File: config.mk
export PLATFORM = sky130hd
export DESIGN_NAME = sem_front
export DESIGN_NICKNAME = d
export VERILOG_FILES = /design/src/sem_pkg.sv /design/src/sem_front.sv
export SDC_FILE = /design/constraint.sdc
export NUM_CORES = 1
export LEC_CHECK = 0
export BUFFER_PORTS_ARGS = -buffer_cell sky130_fd_sc_hd__buf_2
export CAP_MARGIN = 20
export CORE_AREA = 2 2 61 105
export DETAILED_ROUTE_END_ITERATION = 8
export DIE_AREA = 0 0 63 107
export PLACE_DENSITY_LB_ADDON = 0.25
export RECOVER_POWER = 100
export SLEW_MARGIN = 5
export SYNTH_ARGS = -nofsm -noshare
export SYNTH_HDL_FRONTEND = slang
export SYNTH_SLANG_ARGS = --single-unit
File: constraint.sdc
create_clock -name clock -period 1.9 [get_ports clock]
set_input_delay 0 -clock clock [delete_from_list [all_inputs] [get_ports clock]]
set_output_delay 0 -clock clock [all_outputs]
set_load 0.01 [all_outputs]
File: src/sem_pkg.sv
// Shared types and constants for the Sobel edge magnitude block.
// Used by sem_front, sem_queue, sem_back and sobel_edge_magnitude; no dependencies.
package sem_pkg;

   localparam int MAX_WIDTH  = 1024;
   localparam int MAX_HEIGHT = 1024;

   localparam int COL_W      = $clog2(MAX_WIDTH);
   localparam int ROW_W      = $clog2(MAX_HEIGHT);

   localparam int PIXEL_W    = 8;
   localparam int POS_W      = 10;
   localparam int MAG_W      = 8;
   localparam int CSR_IDX_W  = 1;
   localparam int CSR_DATA_W = 11;
   localparam int REQ_DATA_W = 8;
   localparam int RSP_DATA_W = 32;
   localparam int GRAD_W     = 11;
   localparam int QUEUE_DEPTH = 4;
   localparam int QPTR_W     = $clog2(QUEUE_DEPTH);

   localparam logic [CSR_IDX_W-1:0] CSR_FRAME_WIDTH  = 1'd0;
   localparam logic [CSR_IDX_W-1:0] CSR_FRAME_HEIGHT = 1'd1;

   localparam logic [MAG_W-1:0] MAG_SAT = 8'd255;

   // One classified pixel on its way from the front end to the datapath.
   typedef struct packed {
      logic [PIXEL_W-1:0] px;
      logic [COL_W-1:0]   col;
      logic               emit;
      logic               zero;
      logic               last;
      logic [ROW_W-1:0]   out_row;
      logic [COL_W-1:0]   out_col;
   } item_type;

endpackage

File: src/sem_front.sv
// Front end: frame geometry registers, raster counters and pixel classification.
// Depends on sem_pkg.
module sem_front (
   input  logic                               clock,
   input  logic                               reset,
   input  logic                               req_tvalid,
   output logic                               req_tready,
   input  logic [sem_pkg::REQ_DATA_W-1:0]     req_tdata,
   input  logic                               csr_valid,
   output logic                               csr_ready,
   input  logic [sem_pkg::CSR_IDX_W-1:0]      csr_index,
   input  logic [sem_pkg::CSR_DATA_W-1:0]     csr_data,
   input  logic                               queue_full,
   output logic                               push,
   output sem_pkg::item_type                  push_item
);

   logic [sem_pkg::COL_W-1:0] wm1_ff, wm1_in;
   logic [sem_pkg::ROW_W-1:0] hm1_ff, hm1_in;
   logic [sem_pkg::COL_W-1:0] col_ff, col_in;
   logic [sem_pkg::ROW_W-1:0] row_ff, row_in;
   logic                      csr_write;

   assign csr_ready  = 1'b1;
   assign csr_write  = csr_valid && csr_ready;
   assign req_tready = !queue_full;
   assign push       = req_tvalid && req_tready;

   // Store dimension minus one, clamped into 1..MAX.
   always_comb begin
      wm1_in = wm1_ff;
      hm1_in = hm1_ff;
      if (csr_write && csr_index == sem_pkg::CSR_FRAME_WIDTH) begin
         priority if (csr_data == '0) begin
            wm1_in = '0;
         end else if (32'(csr_data) > sem_pkg::MAX_WIDTH) begin
            wm1_in = sem_pkg::COL_W'(sem_pkg::MAX_WIDTH - 1);
         end else begin
            wm1_in = sem_pkg::COL_W'(32'(csr_data) - 32'd1);
         end
      end
      if (csr_write && csr_index == sem_pkg::CSR_FRAME_HEIGHT) begin
         priority if (csr_data == '0) begin
            hm1_in = '0;
         end else if (32'(csr_data) > sem_pkg::MAX_HEIGHT) begin
            hm1_in = sem_pkg::ROW_W'(sem_pkg::MAX_HEIGHT - 1);
         end else begin
            hm1_in = sem_pkg::ROW_W'(32'(csr_data) - 32'd1);
         end
      end
   end

   // Advance the raster position; wrap also covers a counter left past a new width.
   always_comb begin
      col_in = col_ff;
      row_in = row_ff;
      if (push) begin
         if (col_ff >= wm1_ff) begin
            col_in = '0;
            row_in = (row_ff >= hm1_ff) ? '0 : row_ff + 1'b1;
         end else begin
            col_in = col_ff + 1'b1;
         end
      end
   end

   always_comb begin
      push_item.px      = req_tdata[sem_pkg::PIXEL_W-1:0];
      push_item.col     = col_ff;
      push_item.emit    = (row_ff != '0) && (col_ff != '0);
      push_item.zero    = !((row_ff >= sem_pkg::ROW_W'(2)) && (col_ff >= sem_pkg::COL_W'(2)));
      push_item.last    = (row_ff == hm1_ff) && (col_ff == wm1_ff);
      push_item.out_row = row_ff - 1'b1;
      push_item.out_col = col_ff - 1'b1;
   end

   always_ff @(posedge clock) begin
      if (reset) begin
         wm1_ff <= sem_pkg::COL_W'(sem_pkg::MAX_WIDTH - 1);
         hm1_ff <= sem_pkg::ROW_W'(sem_pkg::MAX_HEIGHT - 1);
         col_ff <= '0;
         row_ff <= '0;
      end else begin
         wm1_ff <= wm1_in;
         hm1_ff <= hm1_in;
         col_ff <= col_in;
         row_ff <= row_in;
      end
   end

endmodule

### After elaboration in Yosys (flattened, before gate mapping)

Cells that the tools add are included.

* bits in registers: 40
* bits of input ports: 25

* reductions and logical operators: 12
* $lt $le $gt $ge: 5
* muxes and demuxes: 4
* bitwise operators: 1
* add/subtract/negate cells: 5
* equality and inequality tests: 2

Operators by type and width (number)
* $mux 10: 4
* $sub 10x1->10 const B: 3
* $add 10x1->10 const B: 2
* $eq 10x10->1: 2
* $ge 10x10->1: 2
* $ge 10x2->1 const B: 2
* $reduce_bool 10->1: 2
* $gt 11x11->1 const B: 1
* $logic_not 11->1: 1
* $logic_and 1x1->1: 6
* $logic_not 1->1: 2
* $reduce_and 2->1: 1
* $not 1->1: 1

### Longest topological paths before layout

* word-level depth: 3
* mapped depth: 9
* depth with buffers taken out: 8

### Worst setup path before layout

Ideal clock, no wire load.

* kind: reg2reg
* start: register col_ff[0] in the netlist's numbering
* end: register col_ff[0] in the netlist's numbering
* cell stages (with the launch flop): 9
* data required time: 1.833 ns
* slack: -0.154 ns
* library setup time: 0.067 ns
* arrival: 1.988 ns
* buffers on the path: 0
* path through: dfxtp_1 -> inv_1 -> ha_1 -> nand2b_1 -> a21oi_1 -> o21ai_2 -> o21ai_1 -> nand2_1 -> nor2_1

* word-level cells in the longest chain between the ends: 2
* elaborated cells between the ends (all ways): 3

RTL lines
* start: declaration: RTL line sem_front.sv:20 `logic [sem_pkg::COL_W-1:0] col_ff, col_in;`
* start signal: assignment: RTL line sem_front.sv:86 `col_ff <= col_in;`
* $add 10x1->10 or $ge 10x10->1 (tied branches): RTL line sem_front.sv:62, sem_front.sv:58
* $mux 10 (*): RTL line sem_front.sv:58 `if (col_ff >= wm1_ff) begin`

Every way passes the cells marked *; elsewhere a longest branch is shown, timed or not.
A chain may end at the register's enable or synchronous reset.

==> flow_summary_export.csv <==
group,metric,value,unit
synth,yosysUniqueCellTypes,43,
timing,finalCritPeriodShare,1.066,
placement,hpwl,5546,um
synth,synth_flop_cell,"dfxtp_1",
critical_path,reg2reg_to,"col_ff[5]",
synth,yosys_warnings,0,
global_routing,grt_pass1_wl,11540,um
critical_path,end_kind,"output port",
floorplan,die_width,63,um
layout,fin_nets,506,
synth,synth_area,2794,um^2
synth,synthArstFlopShare,0,
timing,whs,0.003456,ps
layout,layout_common_cells,"buf_2, buf_4, dfxtp_1, inv_1, nor2_1",
min_path,hp-class,"input port to output port",
global_routing,first_global_vias,2673,
timing,tightest_slew,799.7,ps
routing,route.detailed.drc,0,
routing,routed_wl,7727,um
global_routing,antenna_found_initial,0,
critical_path,r2r_cells,8,
floorplan,start_util,0.4752,
clock_tree,clk_path_buf_depth,2,
synth,synth-compound-area-share,0.1635,
global_routing,grt-ovfl-total,0,
floorplan,io-pin-count,69,
synth,synth-edff-count,0,
routing,avgViaCountPerCell,5.373,
clock_tree,insertion_delay,300,ps
layout,fillers,503,
timing,fin_crit,2025,ps
clock_tree,clkTransAtPathRegs,80,ps
layout,n_antenna_cell,0,
status,outcome,"finished, violations left",
global_routing,grt_usage,0.2153,
timing,relSlewSlack,0.4663,
synth,yosys.area_share.adder,0.1299,
synth,synth-simple-area-share,0.2199,
synth,synth.ff_latch_count,40,
synth,muxShareOfSynthArea,0,
timing,fin_setup_tns,-492.3,ps
min_path,hold_end,"push_item[34]",
routing,drtIter0Drc,116,
routing,firstDrtPassIters,4,
clock_tree,numCtsBuffers,5,
power_and_ir_drop,power.density,471.3,nW/um^2
clock_tree,htree_levels,2,
timing,rsz0062_at_grt,"true",
synth,syn_nets,417,
placement,portBuffers,51,
routing,wl_per_cell,14.55,um
critical_path,path_class,"flop to output port",
clock_tree,cts_root_buf,"clkbuf_8",
synth,synth_top_family_by_area,"simple AND/OR/NAND/NOR gates",
min_path,hold_start,"req_tdata[1]",
critical_path,worstPathArrival,2030,ps
synth,synthXorXnorAreaFrac,0.1066,
critical_path,required,1900,ps
floorplan,fp.dieH,107,um
status,violations,"negative setup slack",
critical_path,rrSetupSlack,-60,ps
critical_path,cp-start-kind,"flop",
clock_tree,cts.sinks,40,
synth,synth_area_per_cell,7.697,um^2
timing,setup_ws,-125.5,ps
floorplan,num_rows,37,
critical_path,r2r_start,"col_ff[7]",
timing,timing.fmax,0.4937,GHz
timing,clock_skew,9.806,ps
flow_run,cap_violations,0,
floorplan,core-area,5879,um^2
synth,synthCells,363,
routing,vias,2853,
placement,placedCellCount,513,
layout,multi_input_area,2039,um^2
placement,gp_congestion,0.8615,
power_and_ir_drop,leakage,1.815,nW
timing,slew_viol_final,0,
critical_path,critPathMaxFanout,4,
timing,setup_viol,15,
min_path,holdPathStages,0,
floorplan,dieArea,6741,um^2
timing,hold_viol,0,
routing,ant_nets,0,
layout,area_growth,37.48,%
layout,ff_latch_area,808.3,um^2
global_routing,grt_max_degree,21,
clock_tree,cts_tree,"yes",
synth,yosysSeqAreaShare,0.2866,
power_and_ir_drop,ir_drop,0.0003416,V
layout,mostFrequentLayoutCell,"buf_2",
layout,finalNonFillerCells,531,
layout,drive_above_1_share,0.3598,
## cell usage after synthesis (all sizes together), types with 7 or more instances
library cell | n | share of area
xor2 | 24 | 0.075
nor2 | 39 | 0.052
xnor2 | 10 | 0.031
nand4 | 7 | 0.016
a21oi | 22 | 0.039
nor3 | 10 | 0.018
o211ai | 12 | 0.032
clkbuf | 9 | 0.012
nor4 | 9 | 0.020
inv | 36 | 0.048
nand2 | 32 | 0.044
o21ai | 24 | 0.044
buf | 12 | 0.032
ha | 29 | 0.13
dfxtp | 40 | 0.29
nand3 | 13 | 0.023
## worst max-delay path, stage by stage, from the launching register on
cell     delay [ps]
dfxtp_2         350
buf_6           120
or4_4           550
or4_4           440
xnor2_2         140
buf_2           130
## cells by family (layout without fill, tap and decap cells)
logic type      count (synthesis)  after routing
simple gates                  128            129
xor+xnor                       34             34
buf+inv                        57            146
compound gates                 74             74
flops                          40             40
fa+ha+maj                      29             29
other cells                     1              1
## power by group
part           switching [mW]  internal, mW
clock                   0.300         0.297
combinational           0.190         0.143
sequential             0.0143         0.867
## repair_timing
action,CTS,global route
hold buffers,0,0
setup buffers,5,4
cloned,0,1
gates resized for setup,17,57
endpoints found under the setup margin,23,27
pin swaps,9,33
## worst max path at each step
stage	startpoint	endpoint	slack [ps]	depth (start not counted)
floorplan	col_ff[8]	row_ff[3]	10	7
global placement	csr_data[0]	hm1_ff[8]	-30	9
detailed placement	csr_data[0]	hm1_ff[8]	-70	9
CTS	col_ff[5]	push_item[9]	-90	7
global route	wm1_ff[7]	col_ff[5]	-160	9
finish	col_ff[4]	push_item[8]	-130	5
## area by class of cell
cell class | count | share of cell area
Timing Repair Buffer | 102 | 0.1746
Tap cell | 78 | 0.02541
Clock buffer | 8 | 0.02345
Sequential cell | 40 | 0.2104
Inverter | 36 | 0.03518
Multi-Input combinational cell | 267 | 0.5309
## routing by layer
layer	global-route usage	share of wire	routed length (um)
met5	0	0	0
met4	0.1111	0.035	272
met3	0.02413	0.034	260
met2	0.4225	0.54	4209
met1	0.2159	0.39	2985
## per-stage QoR
stage | util | worst slack, ps | area (um^2) | power, mW
floorplan | - | 9.985 | 2814 | 1.101
global placement | 0.5714 | -26.74 | 3359 | 1.196
detailed placement | 0.5714 | -67.85 | 3359 | 1.205
CTS | 0.6061 | -86.41 | 3563 | 1.789
global route | 0.6533 | -163.0 | 3841 | 1.881
finish | 0.6533 | -125.5 | 3841 | 1.810
## sequential cells by signal, summed over array words and instances, names as in the netlist
signal,flops
row_ff,10
col_ff,10
hm1_ff,10
wm1_ff,10
Note: power is estimated with default switching activity, not from simulation.
