## src/sem_pkg.sv

```systemverilog
// Shared types and constants for the Sobel edge magnitude block.
// Used by sem_front, sem_queue, sem_back and sobel_edge_magnitude; no dependencies.
package sem_pkg;

   localparam int MAX_WIDTH  = 1024;
   localparam int MAX_HEIGHT = 1024;

   localparam int COL_W      = $clog2(MAX_WIDTH);
   localparam int ROW_W      = $clog2(MAX_HEIGHT);

   localparam int PIXEL_W    = 8;
   localparam int POS_W      = 10;
   localparam int MAG_W      = 8;
   localparam int CSR_IDX_W  = 1;
   localparam int CSR_DATA_W = 11;
   localparam int REQ_DATA_W = 8;
   localparam int RSP_DATA_W = 32;
   localparam int GRAD_W     = 11;
   localparam int QUEUE_DEPTH = 4;
   localparam int QPTR_W     = $clog2(QUEUE_DEPTH);

   localparam logic [CSR_IDX_W-1:0] CSR_FRAME_WIDTH  = 1'd0;
   localparam logic [CSR_IDX_W-1:0] CSR_FRAME_HEIGHT = 1'd1;

   localparam logic [MAG_W-1:0] MAG_SAT = 8'd255;

   // One classified pixel on its way from the front end to the datapath.
   typedef struct packed {
      logic [PIXEL_W-1:0] px;
      logic [COL_W-1:0]   col;
      logic               emit;
      logic               zero;
      logic               last;
      logic [ROW_W-1:0]   out_row;
      logic [COL_W-1:0]   out_col;
   } item_type;

endpackage

```

## src/sem_queue.sv

```systemverilog
// Short FIFO of classified pixels between front end and datapath.
// Depends on sem_pkg.
module sem_queue (
   input  logic               clock,
   input  logic               reset,
   input  logic               push,
   input  sem_pkg::item_type  push_item,
   output logic               full,
   input  logic               pop,
   output logic               not_empty,
   output sem_pkg::item_type  head
);

   sem_pkg::item_type              entry_ff [sem_pkg::QUEUE_DEPTH];
   logic [sem_pkg::QPTR_W-1:0]     wr_ptr_ff, wr_ptr_in;
   logic [sem_pkg::QPTR_W-1:0]     rd_ptr_ff, rd_ptr_in;
   logic [sem_pkg::QPTR_W:0]       count_ff, count_in;

   assign full      = (count_ff == (sem_pkg::QPTR_W+1)'(sem_pkg::QUEUE_DEPTH));
   assign not_empty = (count_ff != '0);
   assign head      = entry_ff[rd_ptr_ff];

   always_comb begin
      wr_ptr_in = push ? wr_ptr_ff + 1'b1 : wr_ptr_ff;
      rd_ptr_in = pop  ? rd_ptr_ff + 1'b1 : rd_ptr_ff;
      count_in  = count_ff;
      if (push && !pop) begin
         count_in = count_ff + 1'b1;
      end else if (pop && !push) begin
         count_in = count_ff - 1'b1;
      end
   end

   always_ff @(posedge clock) begin
      if (push) begin
         entry_ff[wr_ptr_ff] <= push_item;
      end
   end

   always_ff @(posedge clock) begin
      if (reset) begin
         wr_ptr_ff <= '0;
         rd_ptr_ff <= '0;
         count_ff  <= '0;
      end else begin
         wr_ptr_ff <= wr_ptr_in;
         rd_ptr_ff <= rd_ptr_in;
         count_ff  <= count_in;
      end
   end

   a_no_overflow: assert property (@(posedge clock) disable iff (reset)
      full |-> !push)
      else $error("queue written while full");
   a_no_underflow: assert property (@(posedge clock) disable iff (reset)
      pop |-> not_empty)
      else $error("queue read while empty");
   a_count_tracks: assert property (@(posedge clock) disable iff (reset)
      push && !pop |=> count_ff == $past(count_ff) + 1'b1)
      else $error("queue count lost a transfer");

endmodule

```

## config.mk

```make
export PLATFORM = sky130hd
export DESIGN_NAME = sem_queue
export DESIGN_NICKNAME = d
export VERILOG_FILES = /design/src/sem_pkg.sv /design/src/sem_queue.sv
export SDC_FILE = /design/constraint.sdc
export NUM_CORES = 1
export LEC_CHECK = 0
export ABC_CLOCK_PERIOD_IN_PS = 1990
export BUFFER_PORTS_ARGS = -buffer_cell sky130_fd_sc_hd__buf_2
export CAP_MARGIN = 20
export CORE_UTILIZATION = 50
export DETAILED_ROUTE_END_ITERATION = 8
export HOLD_SLACK_MARGIN = 0.15
export PLACE_DENSITY = 0.74
export SLEW_MARGIN = 15
export SYNTH_ARGS = -nofsm -noshare
export SYNTH_HDL_FRONTEND = slang
export SYNTH_SLANG_ARGS = --single-unit
```

## constraint.sdc

```tcl
create_clock -name clock -period 1.99 [get_ports clock]
set_input_delay 0.0995 -clock clock [delete_from_list [all_inputs] [get_ports clock]]
set_output_delay 0.0995 -clock clock [all_outputs]
set_load 0.02 [all_outputs]
```

=== Yosys cells after proc, flatten, opt, wreduce, memory -nomap -nowiden ===
Memory sizes are Yosys's and may differ from the RTL's. A register that Yosys moved wholly into a read port is not among the register bits.
Cells that the tools add are included.

* Add/sub/neg operators: 4
* Equality and inequality tests: 1
* Mux-type cells: 6
* Reductions and logical operators: 6

{| class="wikitable"
|+ Operators by type and width
! kind !! number
|-
| $mux W3 || 2
|-
| $add A2 B1 Y2 const B || 2
|-
| $mux W2 || 2
|-
| $add A3 B1 Y3 const B || 1
|-
| $eq A3 B3 Y1 const B || 1
|-
| $reduce_bool A3 Y1 || 1
|-
| $sub A3 B1 Y3 const B || 1
|-
| $logic_and A1 B1 Y1 || 2
|-
| $logic_not A1 Y1 || 2
|-
| $mux W1 || 2
|-
| $reduce_bool A2 Y1 || 1
|}

* Bits in registers: 7
* Bits in writable memories: 164
* Input bits: 45
* Output and inout bits: 43
* Logic and storage cells: 21
* Memories: 1

{| class="wikitable"
|+ Memories
! memory !! words !! width !! rd ports !! clocked after Yosys merged registers in !! wr ports !! line !! source
|-
| entry_ff || 4 || 41 || 1 || 1 || 1 || sem_queue.sv:14 || <nowiki>sem_pkg::item_type entry_ff [sem_pkg::QUEUE_DEPTH];</nowiki>
|}

=== Depth between registers and ports, before layout ===
Gate-level depths: netlist (run 1).

* Word-level depth: 4
* Gate-level depth with buffers: 7

=== Worst setup path before layout (run 1) ===
OpenSTA, ideal clock, no wires.

* Path kind: register to register
* From: register wr_ptr_ff[0] (netlist bit)
* To: memory entry_ff[2][0] (netlist bit), enable pin
* Library setup time: 0.402 ns
* Data arrival time: 1.533 ns
* Setup slack: 0.055 ns
* Stages on the path, launching flop included: 4
* Buffers on the path: 0
* Clock period less this slack: 1.935 ns
* Cells stage by stage: dfxtp_1 inv_1 ha_1 and2_1

{| class="wikitable"
|+ RTL lines
! element !! line !! source
|-
| start: declaration || sem_queue.sv:15 || <nowiki>logic [sem_pkg::QPTR_W-1:0] wr_ptr_ff, wr_ptr_in;</nowiki>
|-
| start signal: assignment || sem_queue.sv:46 || <nowiki>wr_ptr_ff <= wr_ptr_in;</nowiki>
|-
| end: declaration || sem_queue.sv:14 ||
|}

Straight into the memory's write port.

==> flow_summary.ini, run 1 <==
[final_layout]
antennaDiodeCount = 0
drive_gt1_share_pct = 41.00
final_net_count = 460
area_delta_synth_final_pct = 26.68

[clocking]
clkSlewWorstSetupHoldPaths_ns = 0.06
clk_root_buffer_cell = clkbuf_16
cts_max_level = 4
number_of_buffers_created_by_cts = 17
cts_tree = yes
insertion_delay_ns = 0.41
ctsLongestPathBuffers = 2
cts.sink_count = 173

[run_status]
outcome = finished clean

[floorplanning]
core.rowCount = 40
floorplan.core_area_mm2 = 0.01226
full_die_area_mm2 = 0.01325
initial_utilization_pct = 52.17
chipHeight_um = 115.1
io_pins = 88
die-width_um = 115.1

[grt]
grt_start_max_net_pins = 35
vias_in_the_first_global_route = 3147
wire_length_of_the_first_global_routing_pass_mm = 16.68
grt-ovfl-total = 0
initial_antenna_violation_count = 0
grtUsageTotal_pct = 17.75

[power_and_ir_drop]
power.static_leakage_uw = 0.002814
power_density_mw_per_mm2 = 1049
irDropWorstVdd_v = 0.0006590

[yosys]
synth-seq-cells = 173
synth_async_sr_flop_share_pct = 0
synthesis.area_mm2 = 0.006397
top_flip_flop_cell_by_instance_count_after_synthesis = edfxtp_1
synth_enable_flop_cells = 164
synthCells = 259
yosysUniqueCellTypes = 22
ys.warnings.count = 0
synth_seq_area_share_pct = 79.80
average_instance_area_after_synthesis_um2 = 24.70
synthesis.nets = 310

[setup_path]
timing_worst_setup_path_type = flop to primary output
startpoint_type = flop
arrival_ns = 1.74
crit_path_max_fanout = 24
timing.critical_path.to_type = primary output
worst_ep_required_time_ns = 1.89

[sta]
finalHoldViolations = 0
timing.fmax_ghz = 0.5447
tns_setup_ns = 0
worst_pin_slew_ns = 0.5354
finalWorstPathRequiredPeriod_ns = 1.836
grt_setup_unrepaired = no
worst_slack_ns = 0.1541
setup_violations = 0
timing.max_slew.rel_slack_pct = 64.31
largest_clock_skew_in_the_final_design_ns = 0.01075
timing_max_transition_violations_final = 0
min_period_over_period_pct = 92.26

[placed_design]
hpwl_mm = 6.300
port_buffers = 87
gp_congestion = 0.7248
dp_slack_ns = 0.3141

[detailed_routing]
remaining_drc_errors = 0
antenna_violating_nets_remaining = 0
routed_wl_mm = 10.68
vias = 3079
avgRoutedWirePerCell_um = 18.11
initial_drt_pass_iterations = 4
drt_via_density = 5.219
detail_route.iter0.violations = 160

[flow_run]
drv_cap = 0

[hold_path]
hold_class = primary input to flop
layer usage:
layer  vias to the layer above  share of wire, %  GRT usage (%)
li1                       1384                 -              -
met1                      1617                44          23.93
met2                        73                50          27.39
met3                         5               5.4          6.220
met4                         0              0.55          5.801
met5                         -                 0              0
cell type report:
| type | count | area, um^2 |
|---|---|---|
| flip-flops and latches | 173 | 5110 |
| fillers | 819 | 4158 |
| multi-input cells | 71 | 1164 |
| repair buffers | 142 | 1008 |
| clock buffers | 19 | 432.9 |
| well taps | 168 | 210.2 |
| clock inverters | 13 | 163.9 |
| inverters | 4 | 15.01 |
worst paths after layout:
kind / start / endpoint / slack, ns / cells after the start
hold / removal: push_item[1] / entry_ff[2][1] / 0.44 / 2
setup reg to reg: wr_ptr_ff[0] / entry_ff[2][27] / 0.33 / 4
setup / recovery: flop / head[32] / 0.15 / 3
hold reg to reg: count_ff[2] / count_ff[2] / 0.52 / 2
synthesized netlist by cell type (2+ instances only):
library cell	count	share of area [%]
mux2i_1	2	0.31
mux4_2	40	14
nor2_1	7	0.41
ha_1	5	0.98
and2_1	4	0.39
buf_2	4	0.31
buf_12	4	1.3
dfxtp_1	9	2.8
xnor2_1	2	0.27
edfxtp_1	164	77
inv_1	4	0.23
xor2_1	3	0.41
or3_1	2	0.20
flip-flops by register name, indices dropped and copies added (netlist names), named ones only:
name,cells
entry_ff,164
count_ff,3
rd_ptr_ff,2
wr_ptr_ff,2
timing repair:
| item | CTS | global route |
|---|---|---|
| setup buffers | 0 | 0 |
| endpoints found under the hold margin | 173 | 0 |
| hold buffers | 44 | 0 |
| gates resized for setup | 0 | 0 |
power by group:
group          internal, uW  switching [uW]  leakage, uW
sequential             4180            58.1      0.00158
combinational           442             527     0.000954
clock                  1980            1310     0.000278
total                  6600            1900      0.00281
cells in the final DEF, fill, tap and decap left out, drive strengths merged:
cell type      n
bufinv         3
buf           98
edfxtp       164
nand2          1
nor3b          1
a21oi          1
mux2i          2
and2           4
clkbuf        19
clkinv         2
ha             5
inv            8
mux4          41
or3            2
xnor2          2
fa             1
dfxtp          9
xor2           3
dlygate4sd3   44
clkinvlp       4
nor2           7
o21ai          1
worst max-delay path, stage by stage, from the launching register on:
cell and delay, ns:
dfxtp_4 0.37, buf_12 0.23, mux4_2 0.55, buf_2 0.18
logic make-up (layout without fill, tap and decap cells):
family / Yosys count / after routing / synth area share, %
flip-flops: 173 / 173 / 79.80
multiplexers: 43 / 43 / 14.81
AND/OR/NAND/NOR: 15 / 15 / 1.173
buffers and inverters: 15 / 178 / 2.093
adder cells (fa/ha/maj): 6 / 6 / 1.291
XOR/XNOR: 5 / 5 / 0.6847
AO/OA/AOI/OAI: 2 / 2 / 0.1563
stage by stage:
stage                     hold slack, ns  total power [uW]  cell area, um^2  std cells  util [%]
after floorplan                   0.1984              4914             6397        259         -
after global placement            0.3107              5198             7047        513     57.47
after CTS                         0.4082              8592             8104        590     66.09
after detailed placement          0.3155              5230             7067        514     57.63
final                             0.4358              8500             8104        590     66.09
after global routing              0.4228              8804             8104        590     66.09
Note: power is estimated with default switching activity, not from simulation.
==> run 2, diff against run 1 <==
--- a/config.mk
+++ b/config.mk
@@ -9,9 +9,10 @@
 export BUFFER_PORTS_ARGS = -buffer_cell sky130_fd_sc_hd__buf_2
 export CAP_MARGIN = 20
 export CORE_UTILIZATION = 50
+export CTS_CLUSTER_SIZE = 12
 export DETAILED_ROUTE_END_ITERATION = 8
 export HOLD_SLACK_MARGIN = 0.15
-export PLACE_DENSITY = 0.74
+export PLACE_DENSITY_LB_ADDON = 0.2
 export SLEW_MARGIN = 15
 export SYNTH_ARGS = -nofsm -noshare
 export SYNTH_HDL_FRONTEND = slang
==> run 2 against run 1 <==
Effect of this change:
- clock-buffer cell count up 3
- sequential power is essentially flat
- first-iteration DRC count is 29% higher
- setup slack better by 0.0035 ns
- clock power rose by 10%
- largest cell class unchanged
- largest power group unchanged
==> flow_summary.ini, run 2 (synthesis gave the netlist of run 1 again) <==
[clocking]
clkSlewWorstSetupHoldPaths_ns = 0.06
cts_resized = 0
cts_tree = yes
number_of_buffers_created_by_cts = 17
clk_root_buffer_cell = clkbuf_16
cts_max_level = 4
insertion_delay_ns = 0.41
ctsLongestPathBuffers = 2
cts.sink_count = 173

[setup_path]
arrival_ns = 1.73
worst_ep_required_time_ns = 1.89
slowest_delay_ns = 0.53
timing.critical_path.to_type = primary output
critical_path_cell_list = buf_12, mux4_2, buf_2
timing_worst_setup_path_type = flop to primary output
cp_slowest_cell = mux4_2
crit_path_max_fanout = 19
startpoint_type = flop

[sta]
worst_slack_ns = 0.1576
finalWorstPathRequiredPeriod_ns = 1.832
timing.max_slew.rel_slack_pct = 81.81
worst_pin_slew_ns = 0.2729
setup_violations = 0
timing.fmax_ghz = 0.5457
largest_clock_skew_in_the_final_design_ns = 0.003403
min_period_over_period_pct = 92.08
tns_setup_ns = 0
grt_setup_unrepaired = no
timing_max_transition_violations_final = 0
finalHoldViolations = 0

[final_layout]
drive_gt1_share_pct = 40.95
antennaDiodeCount = 0
biggestRegsByFlops = entry_ff (164), count_ff (3)
regMostFlops = entry_ff
layout.filler_cells = 796
mostFrequentLayoutCell = edfxtp_1
area_delta_synth_final_pct = 28.38
final_net_count = 458
flip_flop_count_of_the_largest_register_all_copies_and_words_added = 164
layout.cells.most_common_list = 164 x edfxtp_1, 87 x buf_2, 45 x dlygate4sd3_1

[floorplanning]
full_die_area_mm2 = 0.01325
floorplan.core_area_mm2 = 0.01226
chipHeight_um = 115.1
core.rowCount = 40
initial_utilization_pct = 52.17
io_pins = 88
die-width_um = 115.1

[power_and_ir_drop]
pwr-share-seq_pct = 47.9
switchingPower_uw = 1848
share_clk_of_total_power_pct = 41.0
internal-power_uw = 6990
fraction_of_power_spent_switching_nets_pct = 20.91
power_density_mw_per_mm2 = 1076
post-layout-total-power_uw = 8838
irDropWorstVdd_v = 0.0005397
power.static_leakage_uw = 0.002861
comb_power_share_pct = 11.1

[detailed_routing]
remaining_drc_errors = 0
detail_route.iter0.violations = 207
initial_drt_pass_iterations = 4
routed_wl_mm = 10.57
vias = 3037
drt_via_density = 5.165
antenna_violating_nets_remaining = 0
avgRoutedWirePerCell_um = 17.97

[grt]
grtUsageTotal_pct = 17.63
grt_start_max_net_pins = 42
grt-ovfl-total = 0
wire_length_of_the_first_global_routing_pass_mm = 16.39
initial_antenna_violation_count = 0
vias_in_the_first_global_route = 3135

[placed_design]
hpwl_mm = 5.827
gp_congestion = 0.6497
dp_slack_ns = 0.3855
port_buffers = 87

[run_status]
outcome = finished clean

[hold_path]
hold_class = primary input to flop

[flow_run]
drv_cap = 0
run 2: cell types whose count changed in the layout (fill, tap and decap cells not counted), sizes merged:
cell	before	now
dlygate4sd3	44	45
bufinv	3	5
clkinv	2	3
buf	98	95
clkinvlp	4	2
inv	8	4
clkbuf	19	22
run 2: area by class of cell:
| cell class | count | area, um^2 | share of cell area (%) |
|---|---|---|---|
| flip-flops and latches | 173 | 5110 | 62.22 |
| clock inverters | 10 | 183.9 | 2.239 |
| multi-input cells | 71 | 1164 | 14.17 |
| inverters | 4 | 15.01 | 0.1828 |
| clock buffers | 22 | 484.2 | 5.896 |
| well taps | 168 | 210.2 | 2.559 |
| repair buffers | 140 | 1046 | 12.74 |
run 2: final timing paths:
kind	from	to	slack, ns	cells after the start
max reg2reg	count_ff[0]	count_ff[2]	0.46	4
max	flop	head[5]	0.16	3
min	push_item[5]	entry_ff[2][5]	0.43	2
min reg2reg	count_ff[2]	count_ff[2]	0.50	2
run 2: what timing repair did:
action,4_1_cts,5_1_grt
setup buffers,1,0
hold buffers,45,0
endpoints found under the setup margin,26,0
endpoints found under the hold margin,173,0
run 2: per-stage QoR:
step / hold slack [ns] / util [%] / instance area, um^2 / std cells
CTS: 0.4109 / 66.98 / 8213 / 588
global placement: 0.3112 / 57.69 / 7074 / 510
finish: 0.4329 / 66.98 / 8213 / 588
global route: 0.4201 / 66.98 / 8213 / 588
floorplan: 0.1984 / - / 6397 / 259
detailed placement: 0.3187 / 57.69 / 7074 / 510
run 2: power by group through the flow:
stage	Combinational (uW)	Sequential (uW)	Clock (uW)
2_1_floorplan	622	4290	0
3_3_place_gp	894	4310	0
3_5_place_dp	904	4320	0
4_1_cts	999	4230	3700
5_1_grt	1050	4240	3840
6_report	981	4230	3630
run 2: critical path, delay by kind of cell, from the launching register on:
family	cells	cell delay (ns)
mux	1	0.53
buf+inv	2	0.39
flops	1	0.40
run 2: metal layers:
metal / share of wire [%] / global-route usage (%) / vias up
li1: - / - / 1379
met1: 43 / 22.52 / 1534
met2: 50 / 28.03 / 105
met3: 5.0 / 4.797 / 19
met4: 2.0 / 9.091 / 0
met5: 0 / 0 / -
